[src/rtl/ohs_pkg.sv]
`timescale 1ns / 1ps
// ----------------------------------------------------------------------------
// ohs_pkg
// Shared types, codes and sizes for the open-addressing hash set.
// ----------------------------------------------------------------------------
package ohs_pkg;

   localparam int SLOTS  = 1024;
   localparam int IDX_W  = $clog2(SLOTS);
   localparam int CAP_W  = IDX_W + 1;
   localparam int KEY_W  = 32;
   localparam int HASH_W = 32;

   // Remainder unit: bits of the hash retired per cycle
   localparam int MOD_BITS   = 4;
   localparam int MOD_STEPS  = HASH_W / MOD_BITS;
   localparam int MOD_CNT_W  = $clog2(MOD_STEPS);

   // Command codes
   localparam logic [1:0] CMD_FIND   = 2'd0;
   localparam logic [1:0] CMD_INSERT = 2'd1;
   localparam logic [1:0] CMD_REMOVE = 2'd2;

   // Status codes
   localparam logic [1:0] ST_PRESENT = 2'd0;
   localparam logic [1:0] ST_FREE    = 2'd1;
   localparam logic [1:0] ST_FULL    = 2'd2;

   // Slot marks
   localparam logic [1:0] KIND_EMPTY    = 2'd0;
   localparam logic [1:0] KIND_TOMB     = 2'd1;
   localparam logic [1:0] KIND_OCCUPIED = 2'd2;

   typedef struct packed {
      logic [1:0]        command;
      logic [KEY_W-1:0]  key;
      logic [HASH_W-1:0] hash;
   } req_type;

   typedef struct packed {
      logic [1:0]       status;
      logic [IDX_W-1:0] slot;
      logic [1:0]       slot_kind;
   } rsp_type;

   typedef struct packed {
      logic [1:0]       mark;
      logic [KEY_W-1:0] key;
   } row_type;

   // Controller to datapath
   typedef struct packed {
      logic clear_wr;
      logic load_req;
      logic mod_step;
      logic probe_start;
      logic probe;
      logic commit;
   } ctrl_cmd_type;

   // Datapath to controller
   typedef struct packed {
      logic clear_last;
      logic mod_last;
      logic probe_stop;
   } dp_sts_type;

endpackage

[src/rtl/ohs_ctrl.sv]
`timescale 1ns / 1ps
// ----------------------------------------------------------------------------
// ohs_ctrl
// Sequencer: clearing pass, remainder, probe walk, commit and output handshake.
// ----------------------------------------------------------------------------
module ohs_ctrl (
   input  logic                    clock,
   input  logic                    reset,
   input  logic                    req_valid,
   output logic                    req_ready,
   output logic                    rsp_valid,
   input  logic                    rsp_ready,
   input  ohs_pkg::dp_sts_type     sts,
   output ohs_pkg::ctrl_cmd_type   cmd
);
   import ohs_pkg::*;

   typedef enum logic [2:0] {
      S_CLEAR,
      S_IDLE,
      S_HASH,
      S_START,
      S_PROBE,
      S_FINISH
   } state_type;

   state_type state_ff, state_in;
   logic      rsp_valid_ff;
   logic      out_free;

   assign out_free = !rsp_valid_ff || rsp_ready;

   always_comb begin
      cmd      = '0;
      state_in = state_ff;
      case (state_ff)
         S_CLEAR: begin
            cmd.clear_wr = 1'b1;
            if (sts.clear_last) begin
               state_in = S_IDLE;
            end
         end
         S_IDLE: begin
            if (req_valid) begin
               cmd.load_req = 1'b1;
               state_in     = S_HASH;
            end
         end
         S_HASH: begin
            cmd.mod_step = 1'b1;
            if (sts.mod_last) begin
               state_in = S_START;
            end
         end
         S_START: begin
            cmd.probe_start = 1'b1;
            state_in        = S_PROBE;
         end
         S_PROBE: begin
            cmd.probe = 1'b1;
            if (sts.probe_stop) begin
               state_in = S_FINISH;
            end
         end
         S_FINISH: begin
            if (out_free) begin
               cmd.commit = 1'b1;
               state_in   = S_IDLE;
            end
         end
         default: begin
            state_in = S_IDLE;
         end
      endcase
   end

   always_ff @(posedge clock) begin
      if (reset) begin
         state_ff     <= S_CLEAR;
         rsp_valid_ff <= 1'b0;
      end else begin
         state_ff <= state_in;
         if (cmd.commit) begin
            rsp_valid_ff <= 1'b1;
         end else if (rsp_ready) begin
            rsp_valid_ff <= 1'b0;
         end
      end
   end

   assign req_ready = (state_ff == S_IDLE);
   assign rsp_valid = rsp_valid_ff;

   a_no_req_while_clearing: assert property (@(posedge clock) disable iff (reset)
      (state_ff == S_CLEAR) |-> !req_ready)
      else $error("request taken during clearing pass");

   a_rsp_from_finish: assert property (@(posedge clock) disable iff (reset)
      $rose(rsp_valid_ff) |-> $past(state_ff == S_FINISH))
      else $error("response raised outside finish");

   a_finish_waits: assert property (@(posedge clock) disable iff (reset)
      (state_ff == S_FINISH && rsp_valid_ff && !rsp_ready) |=> (state_ff == S_FINISH))
      else $error("result committed over a pending response");

endmodule

[config.mk]
export PLATFORM = sky130hd
export DESIGN_NAME = ohs_ctrl
export DESIGN_NICKNAME = d
export VERILOG_FILES = /design/src/rtl/ohs_pkg.sv /design/src/rtl/ohs_ctrl.sv
export SDC_FILE = /design/constraint.sdc
export NUM_CORES = 1
export LEC_CHECK = 0
export BUFFER_PORTS_ARGS = -buffer_cell sky130_fd_sc_hd__buf_4
export CAP_MARGIN = 20
export CORE_AREA = 4 4 41 43
export CTS_CLUSTER_DIAMETER = 120
export DETAILED_ROUTE_END_ITERATION = 8
export DIE_AREA = 0 0 45 47
export MAX_ROUTING_LAYER = met4
export PLACE_DENSITY = 0.53
export SYNTH_ARGS = -nofsm -noshare
export SYNTH_HDL_FRONTEND = slang
export SYNTH_SLANG_ARGS = --single-unit
[constraint.sdc]
create_clock -name clock -period 1.2 [get_ports clock]
set_input_delay 0 -clock clock [delete_from_list [all_inputs] [get_ports clock]]
set_output_delay 0 -clock clock [all_outputs]
set_load 0.005 [all_outputs]
==> results by group, run 1 <==
Critical path
  • Crit path cell chain: buf_4 -> and2_1 -> buf_4
  • Kind of critical path: reg2out
  • CP Max Fanout: 7
  • CP max-delay cell: dfxtp_1
  • Reg2reg path depth: 3
  • CP Launch Type: flip-flop
  • Stages on worst setup path: 3
  • Worst Setup End Kind: primary output
  • Worst Path Required: 1.20 ns
  • Slowest stage delay, CP: 0.47 ns
  • Data arrival time of the worst path: 1.10 ns
  • Delay-heaviest family, CP: flip-flops
  • Critical Path Most Common Cell: buf_4
  • Critical path buffer and inverter count: 2

Synthesis
  • Synthesized net count: 37
  • Register bit count reported by yosys: 4
  • Dominant cell type by area after synthesis: dfxtp_1
  • Netlist cell types: 18
  • Mean Syn Cell Area: 8.84 µm²
  • Mapped Cells: 30
  • EDFF count, synth: 0
  • Post-synth top area share: 30.2%
  • Post-synthesis instance area: 265 µm²
  • Most common flop cell mapped by yosys: dfxtp_1
  • Most instantiated cells after synthesis: 4 x a21oi_1, 4 x dfxtp_1
  • Ys Warns: 0
  • Synth top area cells: dfxtp_1 30%, nor2b_4 10%, buf_6 8.5%
  • Asr flop ratio synth: 0%
  • Sequential fraction of the synthesis area: 30.2%

Min path
  • Hold depth: 3
  • Min-Delay Path Class: in2reg

Timing
  • Slew Limit Fails: 0
  • RSZ-0062 raised after global routing: no
  • Crit path time final: 1.10 ns
  • Final Skew: 0.000867 ns
  • Setup-failing EPs final: 0
  • Peak Freq: 0.908 GHz
  • Actual slew at the worst max-slew pin: 0.277 ns
  • Hold_ws: 0.0905 ns
  • Worst setup margin: 0.0984 ns
  • Final Hold Fails: 0
  • Setup TNS: 0 ns
  • Final Cycle Share: 91.8%
  • Relative slew slack: 81.5%

Global routing
  • Gr usage total: 5.95%
  • Initial antenna violation count: 0
  • Vias in the first global route: 215
  • First-pass GRT wire length: 793 µm
  • Largest net degree at the start of global routing: 10
  • GRT overflow: 0

Clocking
  • TritonCTS buffer count: 3
  • H-tree depth: 1
  • Reg clk slew, reported paths: 0.03 ns
  • Clock buffer depth: 2
  • CTS Root Cell: clkbuf_4
  • Clk Latency, worst-skew pair: 0.23 ns
  • TritonCTS Sinks: 4
  • CTS tree: yes

Finish
  • Nets: 57
  • Final antenna diode count: 0
  • Area Growth Syn to Fin: 58.0%
  • Layout cells sized above 1: 50.0%
  • Util after Layout: 32.2%
  • Final Instance Area: 419 µm²
  • Final std cells w/o fill: 63

Power
  • Pwr/cell area: 1010 nW/µm²
  • Pleak: 0.200 nW
  • Overall power: 0.422 mW
  • Peak VDD IR: 0.344 mV

Floorplan
  • Die Area: 2120 µm²
  • Chip height: 47 µm
  • Initial Util: 20.4%
  • Core footprint: 1300 µm²
  • IO Count: 15
  • Die width: 45 µm
  • Cell row count: 13

Run
  • Max-cap viol count: 0

Drt
  • Routed Antenna Nets: 0
  • Vias per std cell: 4.03
  • Routed WL: 572 µm
  • Drt pass-1 iters: 4
  • Wire per inst: 9.08 µm
  • Vias: 254
  • # DRC: 0
  • DR iter-0 viols: 3

Placed design
  • Placed insts: 58
  • Gpl congestion: 0.643
  • Pre-CTS setup slack: 0.147 ns
  • Placed cell area: 374 µm²
  • Port buffer count: 14

Outcome
  • Outcome: finished, final reports clean
## layout by cell type, fill, tap and decap left out
cell type	count
nor2b_1	1
and2_1	2
dfxtp_4	1
dfxtp_2	1
nor3_1	2
o21ba_1	1
buf_4	16
nor3b_1	1
o21a_1	1
clkbuf_4	3
dfxtp_1	2
dlygate4sd3_1	1
nor2_1	2
or2b_1	1
nand2_1	2
a22oi_1	1
nand2b_1	1
a21oi_1	4
mux2i_1	1
nor2b_4	2
nand2b_2	1
and3_1	1
## tightest hold or removal path: stages
cell and delay [ns]:
buf_4 0.07, nand2b_1 0.12, a21oi_1 0.07
## layout make-up
class | count | area, µm²
Clock buffer | 3 | 22.5
Fill cell | 148 | 882
Tap cell | 15 | 18.8
Timing Repair Buffer | 17 | 130
Sequential cell | 4 | 85.1
Multi-Input combinational cell | 24 | 163
## metal layers
metal	vias to the layer above	part of all wire [%]	global-route usage (%)
met5	-	0	-
met4	0	0	7.02
met3	0	10	3.83
met2	6	54	9.04
met1	110	35	4.32
li1	138	-	-
## worst paths after layout
check | startpoint | to | slack, ns
worst min register to register | rsp_valid$_SDFFE_PP0P_ | rsp_valid$_SDFFE_PP0P_ | 0.52
worst min-delay path | rsp_ready | rsp_valid$_SDFFE_PP0P_ | 0.09
worst max-delay path | state_ff[2]$_SDFFE_PP0P_ | cmd[1] | 0.1
worst max register to register | state_ff[2]$_SDFFE_PP0P_ | state_ff[2]$_SDFFE_PP0P_ | 0.18
## registers in the layout (all words and copies together), names as in the netlist
signal	flops
rsp_valid	1
state_ff	3
## where the power goes
part / switching (mW) / total, mW / internal [mW] / leakage, nW
clock network: 0.0454 / 0.157 / 0.111 / 0.0138
logic: 0.0390 / 0.112 / 0.0726 / 0.153
registers: 0.0105 / 0.153 / 0.143 / 0.0336
total: 0.0950 / 0.422 / 0.327 / 0.200
## repair_timing
| item | CTS | global route |
|---|---|---|
| endpoints found under the setup margin | 2 | 1 |
| buffers inserted | 0 | 1 |
| gates resized for setup | 3 | 0 |
| cloned | 0 | 0 |
| hold endpoints to repair | 2 | 0 |
| hold buffers | 1 | 0 |
## cells by family (layout without fill, tap and decap cells)
family / Yosys count / after routing / share of synthesized area, %
buffers and inverters: 2 / 20 / 8.49
DFF: 4 / 4 / 30.2
muxes: 1 / 1 / 3.77
AOI/OAI and AO/OA: 7 / 7 / 17.0
and+or+nand+nor: 16 / 16 / 40.6
Note: power is estimated with default switching activity, not from simulation.
==> run 2: changes to the inputs <==
--- a/config.mk
+++ b/config.mk
@@ -5,6 +5,7 @@
 export SDC_FILE = /design/constraint.sdc
 export NUM_CORES = 1
 export LEC_CHECK = 0
+export ABC_AREA = 1
 export BUFFER_PORTS_ARGS = -buffer_cell sky130_fd_sc_hd__buf_4
 export CAP_MARGIN = 20
 export CORE_AREA = 4 4 41 43
@@ -12,7 +13,7 @@
 export DETAILED_ROUTE_END_ITERATION = 8
 export DIE_AREA = 0 0 45 47
 export MAX_ROUTING_LAYER = met4
-export PLACE_DENSITY = 0.53
+export PLACE_DENSITY = 0.56
 export SYNTH_ARGS = -nofsm -noshare
 export SYNTH_HDL_FRONTEND = slang
 export SYNTH_SLANG_ARGS = --single-unit
==> results by group, run 2 <==
Outcome
  • Outcome: finished, final reports clean (unchanged)

Timing
  • Crit path time final: 1.12 ns (was 1.10 ns)
  • Relative slew slack: 84.7% (was 81.5%)
  • Final Hold Fails: 0 (unchanged)
  • Slew Limit Fails: 0 (unchanged)
  • RSZ-0062 raised after global routing: yes (was no)
  • Final Skew: 0.0000272 ns (was 0.000867 ns)
  • Hold_ws: 0.0394 ns (was 0.0905 ns)
  • Setup TNS: 0 ns (unchanged)
  • Actual slew at the worst max-slew pin: 0.228 ns (was 0.277 ns)
  • Final Cycle Share: 93.7% (was 91.8%)
  • Peak Freq: 0.889 GHz (was 0.908 GHz)
  • Setup-failing EPs final: 0 (unchanged)

Critical path
  • Worst Setup End Kind: flip-flop (was primary output)
  • Kind of critical path: reg2reg (was reg2out)
  • Worst Path Required: 1.32 ns (was 1.20 ns)
  • Reg2reg end: state_ff[1]$_SDFFE_PP0P_ (was state_ff[2]$_SDFFE_PP0P_)
  • CP max-delay cell: dfxtp_2 (was dfxtp_1)
  • Slowest stage delay, CP: 0.39 ns (was 0.47 ns)
  • Critical Path Start: state_ff[1]$_SDFFE_PP0P_ (was state_ff[2]$_SDFFE_PP0P_)
  • Reg2reg path depth: 7 (was 3)
  • CP Max Fanout: 6 (was 7)
  • Crit path cell chain: inv_1 -> nor2_1 -> nand3_1 -> nand3_2 -> nor2_4 -> nor2_1 -> nor2_2 (was buf_4 -> and2_1 -> buf_4)
  • Flop2flop setup slack: 0.08 ns (was 0.18 ns)
  • Critical Path Most Common Cell: nor2_1 (was buf_4)
  • Critical Path Sink: state_ff[1]$_SDFFE_PP0P_ (was cmd[1])
  • Data arrival time of the worst path: 1.24 ns (was 1.10 ns)
  • Worst r2r src: state_ff[1]$_SDFFE_PP0P_ (was state_ff[2]$_SDFFE_PP0P_)
  • CP Launch Type: flip-flop (unchanged)

Power
  • Pwr/cell area: 2150 nW/µm² (was 1010 nW/µm²)
  • Peak VDD IR: 0.677 mV (was 0.344 mV)
  • Pleak: 0.285 nW (was 0.200 nW)
  • Overall power: 1.04 mW (was 0.422 mW)

Floorplan
  • Cell row count: 13 (unchanged)
  • Core footprint: 1300 µm² (unchanged)
  • Chip height: 47 µm (unchanged)
  • Die Area: 2120 µm² (unchanged)
  • IO Count: 15 (unchanged)
  • Die width: 45 µm (unchanged)
  • Initial Util: 22.9% (was 20.4%)

Placed design
  • DP Wirelength: 583 µm
  • Gpl congestion: 0.723 (was 0.643)
  • Placed insts: 83 (was 58)
  • Port buffer count: 14 (unchanged)

Synthesis
  • Most instantiated cells after synthesis: 13 x inv_1, 13 x nor2_1, 8 x nand2_1 (was 4 x a21oi_1, 4 x dfxtp_1)
  • Register bit count reported by yosys: 4 (unchanged)
  • Mapped Cells: 52 (was 30)
  • Netlist cell types: 12 (was 18)
  • Synth top area cells: dfxtp_1 27%, inv_1 16%, nor2_1 16% (was dfxtp_1 30%, nor2b_4 10%, buf_6 8.5%)
  • Asr flop ratio synth: 0% (unchanged)
  • Synthesized net count: 59 (was 37)
  • Dominant cell type by area after synthesis: dfxtp_1 (unchanged)
  • Most common flop cell mapped by yosys: dfxtp_1 (unchanged)
  • Post-synthesis instance area: 298 µm² (was 265 µm²)
  • Post-synth top area share: 26.9% (was 30.2%)
  • Mean Syn Cell Area: 5.73 µm² (was 8.84 µm²)
  • EDFF count, synth: 0 (unchanged)
  • Ys Warns: 0 (unchanged)
  • Sequential fraction of the synthesis area: 26.9% (was 30.2%)

Clocking
  • Clock buffer depth: 2 (unchanged)
  • CTS tree: yes (unchanged)
  • CTS Root Cell: clkbuf_4 (unchanged)
  • Clk Latency, worst-skew pair: 0.23 ns (about the same)
  • TritonCTS Sinks: 4 (unchanged)
  • TritonCTS buffer count: 3 (unchanged)
  • Reg clk slew, reported paths: 0.03 ns (about the same)
  • H-tree depth: 1 (unchanged)

Finish
  • Max reg flops: 3 (unchanged)
  • Final std cells w/o fill: 87 (was 63)
  • Largest Register: state_ff (unchanged)
  • Layout cells sized above 1: 44.4% (was 50.0%)
  • Nets: 81 (was 57)
  • Final antenna diode count: 0 (unchanged)
  • Area Growth Syn to Fin: 61.8% (was 58.0%)
  • Commonest non-fill, non-tap cell in the layout: buf_4 (unchanged)
  • Most frequent cells in the layout: 17 x buf_4, 13 x inv_1, 13 x nor2_1, 8 x nand2_1, 4 x nand3_1 (was 16 x buf_4, 4 x a21oi_1, 3 x clkbuf_4)

Drt
  • DR iter-0 viols: 13 (was 3)
  • Routed WL: 695 µm (was 572 µm)
  • Drt pass-1 iters: 4 (unchanged)
  • Vias per std cell: 3.92 (was 4.03)
  • Wire per inst: 7.99 µm (was 9.08 µm)
  • Routed Antenna Nets: 0 (unchanged)
  • Vias: 341 (was 254)
  • # DRC: 0 (unchanged)

Global routing
  • Largest net degree at the start of global routing: 7 (was 10)
  • First-pass GRT wire length: 1080 µm (was 793 µm)
  • GRT overflow: 0 (unchanged)
  • Initial antenna violation count: 0 (unchanged)
  • Vias in the first global route: 288 (was 215)
  • Gr usage total: 7.33% (was 5.95%)

Run
  • Max-cap viol count: 0 (unchanged)

Min path
  • Min-Delay Path Class: in2reg (unchanged)
-- run 2: final cells by class --
class	instances	area (µm²)
Sequential cell	4	83.8
Multi-Input combinational cell	34	176
Clock buffer	3	22.5
Fill cell	149	820
Inverter	14	52.6
Tap cell	15	18.8
Timing Repair Buffer	17	128
-- run 2: metrics by stage --
step / setup slack [ns] / util, % / cell area (µm²)
after global placement: 0.0586 / 33.6 / 437
after CTS: 0.0108 / 35.3 / 459
after detailed placement: 0.0547 / 33.6 / 437
after floorplan: 0.122 / - / 298
final: 0.0753 / 37.0 / 482
after global routing: -0.0232 / 37.0 / 482
-- run 2: worst max-delay path: cells and delay by family (launching register included) --
kind	cells	cell delay, ns
buf+inv	1	0.07
flops	1	0.39
simple gates	6	0.54
-- run 2: cell families after synthesis --
group                  after synthesis  synth area share [%]
AND/OR/NAND/NOR                     33                  52.9
flip-flops                           4                  26.9
buffers and inverters               14                  17.6
AO/OA/AOI/OAI                        1                  2.52
-- run 2: timing repair --
| item | CTS | global route |
|---|---|---|
| hold buffers | 0 | 0 |
| endpoints found under the setup margin | 1 | 5 |
| resized for setup | 0 | 5 |
| pin swaps | 1 | 1 |
| setup buffers | 0 | 1 |
-- run 2: worst min-delay path by stage --
stage	start	end	slack, ns	cells after the start
2_1_floorplan	req_valid	cmd[4]	0.11	2
3_3_place_gp	reset	state_ff[0]$_SDFFE_PP0P_	0.29	4
3_5_place_dp	reset	state_ff[2]$_SDFFE_PP0P_	0.29	4
4_1_cts	reset	state_ff[2]$_SDFFE_PP0P_	0.04	4
5_1_grt	reset	state_ff[2]$_SDFFE_PP0P_	0.06	4
6_report	reset	state_ff[2]$_SDFFE_PP0P_	0.04	4
-- run 2: per-layer routing --
layer	track usage, %	part of all wire, %
met4	7.02	0
met2	11.3	52
met3	1.15	5.8
met1	7.94	42
met5	-	0
-- run 2: where the power goes --
group	switching (mW)	total (mW)	internal, mW
Sequential	0.0500	0.237	0.187
Clock	0.0450	0.156	0.111
Combinational	0.345	0.642	0.297
Total	0.440	1.04	0.595
